`config.mk`:
```
export PLATFORM = sky130hd
export DESIGN_NAME = bbd_mean
export DESIGN_NICKNAME = d
export VERILOG_FILES = /design/src/design/bbd_pkg.sv /design/src/design/bbd_mean.sv
export SDC_FILE = /design/constraint.sdc
export NUM_CORES = 1
export LEC_CHECK = 0
export BUFFER_PORTS_ARGS = -buffer_cell sky130_fd_sc_hd__buf_2
export CELL_PAD_IN_SITES_DETAIL_PLACEMENT = 1
export CELL_PAD_IN_SITES_GLOBAL_PLACEMENT = 1
export CORE_ASPECT_RATIO = 1.25
export CORE_UTILIZATION = 35
export CTS_BUF_LIST = sky130_fd_sc_hd__clkbuf_8
export CTS_CLUSTER_SIZE = 30
export DETAILED_ROUTE_END_ITERATION = 8
export PLACE_DENSITY_LB_ADDON = 0.05
export SLEW_MARGIN = 20
export SYNTH_ARGS = -nofsm -noshare
export SYNTH_HDL_FRONTEND = slang
export SYNTH_SLANG_ARGS = --single-unit
```
`constraint.sdc`:
```
create_clock -name i_clk -period 5.91 [get_ports i_clk]
set_clock_uncertainty 0.05 [all_clocks]
set_input_delay 1.4775 -clock i_clk [delete_from_list [all_inputs] [get_ports i_clk]]
set_output_delay 1.4775 -clock i_clk [all_outputs]
set_load 0.005 [all_outputs]
```
`src/design/bbd_pkg.sv`:
```
// shared types and constants for the box blur and 2:1 decimation block
package bbd_pkg;

    localparam int PIX_W      = 8;
    localparam int WIDTH_W    = 10;
    localparam int HEIGHT_W   = 13;
    localparam int CFG_DATA_W = 13;
    localparam int DIM_W      = 13;
    localparam int ROW_W      = 12;
    localparam int MIN_DIM    = 4;
    localparam int MAX_HEIGHT = 4096;
    localparam int ROW_SUM_W  = 10;
    localparam int SUM_W      = 12;

    // floor(x / 9) = (x * ceil(2^15 / 9)) >> 15, exact for x < 2^15
    localparam logic [SUM_W-1:0] DIV9_MUL = SUM_W'(3641);
    localparam int DIV9_SHIFT = 15;

    localparam logic [WIDTH_W-1:0]  RST_WIDTH  = WIDTH_W'(512);
    localparam logic [HEIGHT_W-1:0] RST_HEIGHT = HEIGHT_W'(512);

    typedef enum logic [0:0] {
        REG_IMAGE_WIDTH  = 1'b0,
        REG_IMAGE_HEIGHT = 1'b1
    } t_reg_index;

    // per-pixel control that rides along the pipeline
    typedef struct packed {
        logic emit;
        logic zero_mean;
        logic last;
    } t_tag;

    // [row][col], row 0 oldest line, col 2 newest pixel
    typedef logic [2:0][2:0][PIX_W-1:0] t_win;

endpackage

```
`src/design/bbd_mean.sv`:
```
// 3x3 sum, divide by nine and output register
module bbd_mean (
    input  logic                      i_clk,
    input  logic                      i_rst_n,
    input  logic                      i_win_valid,
    output logic                      o_win_ready,
    input  bbd_pkg::t_win             i_win,
    input  bbd_pkg::t_tag             i_tag,
    output logic                      o_out_valid,
    input  logic                      i_out_ready,
    output logic [bbd_pkg::PIX_W-1:0] o_blurred_value,
    output logic [bbd_pkg::PIX_W-1:0] o_plain_value,
    output logic                      o_last_of_frame
);

    localparam int PROD_W = 2 * bbd_pkg::SUM_W;
    localparam int MEAN_LO = bbd_pkg::DIV9_SHIFT;
    localparam int MEAN_HI = bbd_pkg::DIV9_SHIFT + bbd_pkg::PIX_W - 1;

    logic                          r_s3_valid;
    logic [2:0][bbd_pkg::ROW_SUM_W-1:0] r_s3_rsum;
    logic [2:0][bbd_pkg::ROW_SUM_W-1:0] n_rsum;
    logic [bbd_pkg::PIX_W-1:0]     r_s3_plain;
    bbd_pkg::t_tag                 r_s3_tag;
    logic                          r_s4_valid;
    logic [bbd_pkg::SUM_W-1:0]     r_s4_sum;
    logic [bbd_pkg::PIX_W-1:0]     r_s4_plain;
    bbd_pkg::t_tag                 r_s4_tag;
    logic                          r_out_valid;
    logic [bbd_pkg::PIX_W-1:0]     r_blurred;
    logic [bbd_pkg::PIX_W-1:0]     r_plain;
    logic                          r_last;
    logic [PROD_W-1:0]             prod;
    logic                          out_rdy;
    logic                          s4_rdy;
    logic                          s3_rdy;

    assign out_rdy     = !r_out_valid || i_out_ready;
    assign s4_rdy      = !r_s4_valid || out_rdy;
    assign s3_rdy      = !r_s3_valid || s4_rdy;
    assign o_win_ready = s3_rdy;

    always_comb begin
        for (int r = 0; r < 3; r++) begin
            n_rsum[r] = bbd_pkg::ROW_SUM_W'(i_win[r][0])
                      + bbd_pkg::ROW_SUM_W'(i_win[r][1])
                      + bbd_pkg::ROW_SUM_W'(i_win[r][2]);
        end
    end

    assign prod = r_s4_sum * bbd_pkg::DIV9_MUL;

    always_ff @(posedge i_clk) begin
        if (!i_rst_n) begin
            r_s3_valid  <= 1'b0;
            r_s4_valid  <= 1'b0;
            r_out_valid <= 1'b0;
        end else begin
            if (s3_rdy) begin
                r_s3_valid <= i_win_valid;
            end
            if (s4_rdy) begin
                r_s4_valid <= r_s3_valid;
            end
            if (out_rdy) begin
                r_out_valid <= r_s4_valid;
            end
        end
    end

    always_ff @(posedge i_clk) begin
        if (s3_rdy && i_win_valid) begin
            r_s3_rsum  <= n_rsum;
            r_s3_plain <= i_win[1][1];
            r_s3_tag   <= i_tag;
        end
        if (s4_rdy && r_s3_valid) begin
            r_s4_sum   <= bbd_pkg::SUM_W'(r_s3_rsum[0])
                        + bbd_pkg::SUM_W'(r_s3_rsum[1])
                        + bbd_pkg::SUM_W'(r_s3_rsum[2]);
            r_s4_plain <= r_s3_plain;
            r_s4_tag   <= r_s3_tag;
        end
        if (out_rdy && r_s4_valid) begin
            r_blurred <= r_s4_tag.zero_mean ? '0 : prod[MEAN_HI:MEAN_LO];
            r_plain   <= r_s4_plain;
            r_last    <= r_s4_tag.last;
        end
    end

    assign o_out_valid     = r_out_valid;
    assign o_blurred_value = r_blurred;
    assign o_plain_value   = r_plain;
    assign o_last_of_frame = r_last;

endmodule

```
==> results of run 1 <==
sequential cells by signal, indices dropped and copies added, names as in the netlist:
name	count
r_s4_plain	8
r_s3_valid	1
r_s3_tag	2
r_s4_tag	2
r_s3_rsum	30
o_plain_value	8
r_s3_plain	8
r_s4_sum	12
o_out_valid	1
o_last_of_frame	1
o_blurred_value	8
r_s4_valid	1
layout make-up:
| cell class | instances | area share [%] |
|---|---|---|
| repair buffers | 99 | 6.55 |
| inverters | 114 | 5.57 |
| flip-flops and latches | 82 | 31.7 |
| multi-input cells | 374 | 50.4 |
| clock inverters | 6 | 0.456 |
| clock buffers | 9 | 1.61 |
| well taps | 232 | 3.78 |
worst max path at each step:
stage | from | slack (ns) | depth (start not counted) | to
6_report | r_s4_sum[7]$_DFFE_PP_ | 0.61 | 18 | o_blurred_value[4]$_SDFFCE_PP0P_
5_1_grt | r_s4_sum[7]$_DFFE_PP_ | 0.36 | 18 | o_blurred_value[4]$_SDFFCE_PP0P_
4_1_cts | r_s4_sum[7]$_DFFE_PP_ | 0.57 | 18 | o_blurred_value[4]$_SDFFCE_PP0P_
3_5_place_dp | r_s4_sum[7]$_DFFE_PP_ | 0.57 | 18 | o_blurred_value[4]$_SDFFCE_PP0P_
3_3_place_gp | r_s4_sum[7]$_DFFE_PP_ | 0.66 | 17 | o_blurred_value[4]$_SDFFCE_PP0P_
2_1_floorplan | r_s4_sum[9]$_DFFE_PP_ | 0.93 | 19 | o_blurred_value[4]$_SDFFCE_PP0P_
kinds of logic (layout without fill, tap and decap cells):
family | after synthesis | after routing
AOI/OAI and AO/OA | 88 | 88
xor gates and xnor gates | 27 | 27
adders and majority gates | 164 | 164
buffers and inverters | 121 | 228
DFF | 82 | 82
muxes | 1 | 1
and+or+nand+nor | 94 | 94
synthesized netlist by cell type, types with 4 or more instances:
cell type	instances
xnor2_1	26
o21ai_0	4
nor3_1	9
a31oi_1	4
inv_1	114
a21o_1	9
fa_1	67
nor2_1	32
edfxtp_1	79
clkbuf_1	6
o21a_1	10
o21ai_1	15
ha_1	97
a21boi_1	8
nor2b_1	9
nand2_1	17
nand2b_1	4
nand3_1	4
a21oi_1	19
cells in the final DEF, fill, tap and decap left out, types with 10 or more instances in the layout:
cell type	instances
a21oi_1	19
buf_2	96
edfxtp_1	79
fa_1	67
ha_1	97
inv_1	115
nand2_1	17
nor2_1	32
o21a_1	10
o21ai_1	15
xnor2_1	26
metal layers:
| layer | up-vias | wire [um] |
|---|---|---|
| met5 | - | 0 |
| met4 | 0 | 226 |
| met3 | 13 | 245 |
| met2 | 53 | 8170 |
| met1 | 2132 | 5240 |
| li1 | 2160 | - |
worst max-delay path, stage by stage (launching register included):
cell and delay (ns):
edfxtp_1 0.46, inv_1 0.13, fa_1 0.54, inv_1 0.04, ha_1 0.30, inv_1 0.07
fa_1 0.53, inv_1 0.05, fa_1 0.50, inv_1 0.05, fa_1 0.53, inv_1 0.04
ha_1 0.33, o21a_1 0.13, o211ai_2 0.19, a21oi_1 0.14, or3_1 0.45, or4b_1 0.53
a31oi_1 0.13
stage by stage:
stage | setup slack (ns) | instances | hold WS (ns) | utilization [%] | cell area (um^2)
floorplan | 0.935 | 577 | 0.350 | - | 6740
global placement | 0.660 | 901 | 0.352 | 39.9 | 7530
detailed placement | 0.569 | 901 | 0.356 | 39.9 | 7530
CTS | 0.566 | 916 | 0.350 | 40.8 | 7680
global route | 0.358 | 916 | 0.363 | 40.8 | 7680
finish | 0.608 | 916 | 0.355 | 40.8 | 7680
==> impl_results.md, run 1 <==
- Outcome: completed
- Die area: 0.0198 mm^2
- Fin. Hold Viols: 0
- Drt pass-1 iters: 4
- Ant diodes: 0
- Grt met2 use: 31.8%
- F_max: 0.189 GHz
- Post-layout min period: 5.30 ns
- Start point of the worst hold path: r_s4_plain[1]$_DFFE_PP_
- CTS Hold Buffers Added: 0
- Post-route DRC: 0
- Synth top area share: 35.2%
- Worst slew pin tran: 0.544 ns
- Synth Area in Adders: 37.9%
- Critical path capture point type: flip-flop
- Reg-to-Reg End: o_blurred_value[4]$_SDFFCE_PP0P_
- Sequential standard cell area: 0.00243 mm^2
- Yosys warns: 0
- Simple-gate share of the synthesized area: 7.00%
- Initial Utilization: 35.8%
- GRT overflow: 0
- Nets: 923
- Worst Hold Class: flip-flop to flip-flop
- Sequential share of the synthesized area: 36.1%
- CTS H-tree depth: 3
- Number of synthesized flops with an enable pin: 79
- Synth Cell Area: 0.00674 mm^2
- Synthesized Nets: 820
- Inserted Clock Buffers: 9
- RSZ-0062 raised after global routing: false
- Async set-or-reset flop fraction in the synthesized netlist: 0%
- Synth-to-Final Area Change: 14.0%
- Slew margin rel.: 63.6%
- Final GP Congestion: 0.792
- Met1 Usage GRT: 15.3%
- WHS Path Cells: 0
- Multi-input logic area: 0.00387 mm^2
- Final setup vio count: 0
- Avg Cell Area, Syn: 11.7 um^2
- Cell accounting for the most synthesized area: edfxtp_1
- Die H: 157 um
- I/O Buffers: 96
- Fillers: 2,109
- Setup TNS: 0 ns
- GR peak layer: met2
- Postcts setup bufs: 0
- Root buf cell: clkbuf_8
- Pin count of the biggest net entering global routing: 41
- Clk pin slew, worst setup/hold paths: 0.09 ns
- Wirelength, routed: 13,900 um
- CTS tree: done
- Synth cell types: 47
- Share of cells above drive strength 1: 16.8%
- Num ports: 98
- DIE WIDTH: 126 um
- Setup Crit Path Kind: flip-flop to flip-flop
- Worst Path Required: 6.09 ns
- First-pass GRT wire length: 23,100 um
- Largest family of logic cells by synthesized area: adder cells
- Hpwl dp: 12,100 um
- FF+latch count, synth: 82
- Area contributors post-synth: edfxtp_1 35%, fa_1 20%, ha_1 18%, inv_1 6.3%, xnor2_1 3.4%
- Reg2Reg Launch Point: r_s4_sum[7]$_DFFE_PP_
- Post-route ant nets: 0
- Global-route met3 utilization: 1.94%
- Mux share of post-synthesis cell area: 0.167%
- Via density: 4.76
- Per-cell routed wire length: 15.2 um
- Initial antenna violation count: 0
- Post-Syn Instances: 577
- Worst R2R Setup Slack: 0.61 ns
- Xor/xnor share of the synthesized area: 3.51%
- Worst Path Arrival: 5.48 ns
- Reg2Reg Depth: 18
- Endpoint, Worst Hold: o_plain_value[1]$_DFFE_PP_
- Drt initial violations: 171
- Final Max Slew Viols: 0
- Worst-path maximum fanout: 5
- Max Cap Violations: 0
- Std cell rows: 56
- Via count: 4,358
- Ys flop type: edfxtp_1
- Final period util: 89.7%
- Vias in the first global route: 4,846
- CTS sink cnt: 82
- GRT Overall Usage: 15.3%
- CTS resizes: 0
- Clock Path Buffers: 2
- Critical path startpoint category: flip-flop
- Core ar.: 0.0188 mm^2
- Fraction of the mapped netlist area in compound gates: 8.59%
- Clk_lat worst skew: 0.36 ns
Power of run 1 is not shown: default switching activity piles up to over one toggle a cycle in this logic, so the estimate is an artifact.
==> run 2: changes to the inputs <==
--- a/config.mk
+++ b/config.mk
@@ -14,6 +14,7 @@
 export CTS_CLUSTER_SIZE = 30
 export DETAILED_ROUTE_END_ITERATION = 8
 export PLACE_DENSITY_LB_ADDON = 0.05
+export RECOVER_POWER = 50
 export SLEW_MARGIN = 20
 export SYNTH_ARGS = -nofsm -noshare
 export SYNTH_HDL_FRONTEND = slang
==> impl_results.md, run 2 (same netlist as run 1, synthesis figures left out) <==
- Start point of the worst hold path: r_s4_plain[1]$_DFFE_PP_
- Hpwl dp: 12,100 um (unchanged)
- Global-route met3 utilization: 1.94% (unchanged)
- Critical path startpoint category: flip-flop
- CTS tree: done
- GRT overflow: 0 (unchanged)
- Final period util: 89.8% (about the same)
- Per-cell routed wire length: 15.2 um (about the same)
- Std cell rows: 56 (unchanged)
- GR peak layer: met2
- Final setup vio count: 0 (unchanged)
- Initial Utilization: 35.8% (unchanged)
- Die H: 157 um (unchanged)
- Max Cap Violations: 0 (unchanged)
- Max reg flops: 30 (unchanged)
- Root buf cell: clkbuf_8
- Crit-path max cell delay: 0.54 ns (about the same)
- Endpoint, Worst Hold: o_plain_value[1]$_DFFE_PP_
- Num ports: 98 (unchanged)
- Final Max Slew Viols: 0 (unchanged)
- Register with the most flip-flops: r_s3_rsum
- Drt pass-1 iters: 4 (unchanged)
- CTS Hold Buffers Added: 0 (unchanged)
- Setup TNS: 0 ns (unchanged)
- I/O Buffers: 96 (unchanged)
- Reg-to-Reg End: o_blurred_value[4]$_SDFFCE_PP0P_
- Die area: 0.0198 mm^2 (unchanged)
- Ant diodes: 0 (unchanged)
- CP max stage cell: fa_1
- Reg2Reg Depth: 18 (unchanged)
- CTS H-tree depth: 3 (unchanged)
- Post-layout min period: 5.30 ns (+0.00234 ns)
- DIE WIDTH: 126 um (unchanged)
- Setup Crit Path Kind: flip-flop to flip-flop
- CP most frequent cell: inv_1
- Synth-to-Final Area Change: 13.6%
- Reg2Reg Launch Point: r_s4_sum[7]$_DFFE_PP_
- Worst slew pin tran: 1.21 ns (+0.668 ns)
- Post-route ant nets: 0 (unchanged)
- Grt met2 use: 31.8% (unchanged)
- F_max: 0.189 GHz (about the same)
- Core ar.: 0.0188 mm^2 (unchanged)
- Met1 Usage GRT: 15.3% (unchanged)
- CTS sink cnt: 82 (unchanged)
- Commonest non-fill, non-tap cell in the layout: inv_1
- CTS resizes: 0 (unchanged)
- Worst Hold Class: flip-flop to flip-flop
- Share of cells above drive strength 1: 14.5% (-2.3 points)
- Slew margin rel.: 19.2% (-44 points)
- Most frequent cells in the layout: 115 x inv_1, 97 x ha_1, 82 x buf_2
- Worst R2R Setup Slack: 0.61 ns (about the same)
- Via count: 4,353 (-0.11%)
- Critical Path, Cell by Cell: inv_1, fa_1, inv_1, ha_1, inv_1, fa_1, inv_1, fa_1, inv_1, fa_1, inv_1, ha_1, o21a_1, o211ai_2, a21oi_1, or3_1, or4b_1, a31oi_1
- Worst Path Arrival: 5.48 ns (about the same)
- Initial antenna violation count: 0 (unchanged)
- Clk_lat worst skew: 0.36 ns (about the same)
- Worst Path Required: 6.08 ns (about the same)
- Via density: 4.75 (-0.11%)
- Worst path bufs/invs: 6 (unchanged)
- Postcts setup bufs: 0 (unchanged)
- Post-route DRC: 0 (unchanged)
- Wirelength, routed: 13,900 um (about the same)
- Nets: 923 (unchanged)
- Fin. Hold Viols: 0 (unchanged)
- Top Registers: r_s3_rsum (30), r_s4_sum (12)
- WHS Path Cells: 0 (unchanged)
- Inserted Clock Buffers: 9 (unchanged)
- Pin count of the biggest net entering global routing: 41 (unchanged)
- Worst-path maximum fanout: 5 (unchanged)
- First-pass GRT wire length: 23,100 um (unchanged)
- Clk pin slew, worst setup/hold paths: 0.09 ns (about the same)
- GRT Overall Usage: 15.3% (unchanged)
- Final GP Congestion: 0.792 (unchanged)
- Fillers: 2,106 (-0.14%)
- RSZ-0062 raised after global routing: false
- Vias in the first global route: 4,846 (unchanged)
- Critical path capture point type: flip-flop
- Outcome: completed
- Top delay family on crit path: adder cells
- Drt initial violations: 150 (-12%)
- Clock Path Buffers: 2 (unchanged)
==> run 2: changes by cell type in the layout (fill, tap and decap cells not counted) <==
cell,change
clkbuf_1,+16
buf_2,-14
buf_4,-2
a21boi_0,+1
a21boi_1,-1
==> run 2: final cells by class <==
class | instances | area (um^2) | area share (%)
multi-input cells | 374 | 3870 | 50.6
flip-flops and latches | 82 | 2430 | 31.8
repair buffers | 99 | 478 | 6.24
inverters | 114 | 428 | 5.59
well taps | 232 | 290 | 3.79
clock buffers | 9 | 124 | 1.62
clock inverters | 6 | 35.0 | 0.457
==> run 2: metrics by stage <==
step / cell area (um^2) / hold slack, ns / setup slack [ns] / util [%] / instances
2_1_floorplan: 6740 / 0.350 / 0.935 / - / 577
3_3_place_gp: 7530 / 0.352 / 0.660 / 39.9 / 901
3_5_place_dp: 7530 / 0.356 / 0.569 / 39.9 / 901
4_1_cts: 7680 / 0.350 / 0.566 / 40.8 / 916
5_1_grt: 7660 / 0.363 / 0.358 / 40.6 / 916
6_report: 7660 / 0.355 / 0.605 / 40.6 / 916
==> run 2: how the worst max path moves through the flow <==
stage                                startpoint                               end  slack [ns]  depth (start not counted)
after floorplan           r_s4_sum[9]$_DFFE_PP_  o_blurred_value[4]$_SDFFCE_PP0P_        0.93                         19
after global placement    r_s4_sum[7]$_DFFE_PP_  o_blurred_value[4]$_SDFFCE_PP0P_        0.66                         17
after detailed placement  r_s4_sum[7]$_DFFE_PP_  o_blurred_value[4]$_SDFFCE_PP0P_        0.57                         18
after CTS                 r_s4_sum[7]$_DFFE_PP_  o_blurred_value[4]$_SDFFCE_PP0P_        0.57                         18
after global routing      r_s4_sum[7]$_DFFE_PP_  o_blurred_value[4]$_SDFFCE_PP0P_        0.36                         18
final                     r_s4_sum[7]$_DFFE_PP_  o_blurred_value[4]$_SDFFCE_PP0P_        0.61                         18
==> run 2: metal layers <==
metal	vias up	wire length [um]
met5	-	0
met4	0	226
met3	13	248
met2	53	8190
met1	2128	5220
li1	2159	-
Power of run 2 is left out for the same reason.
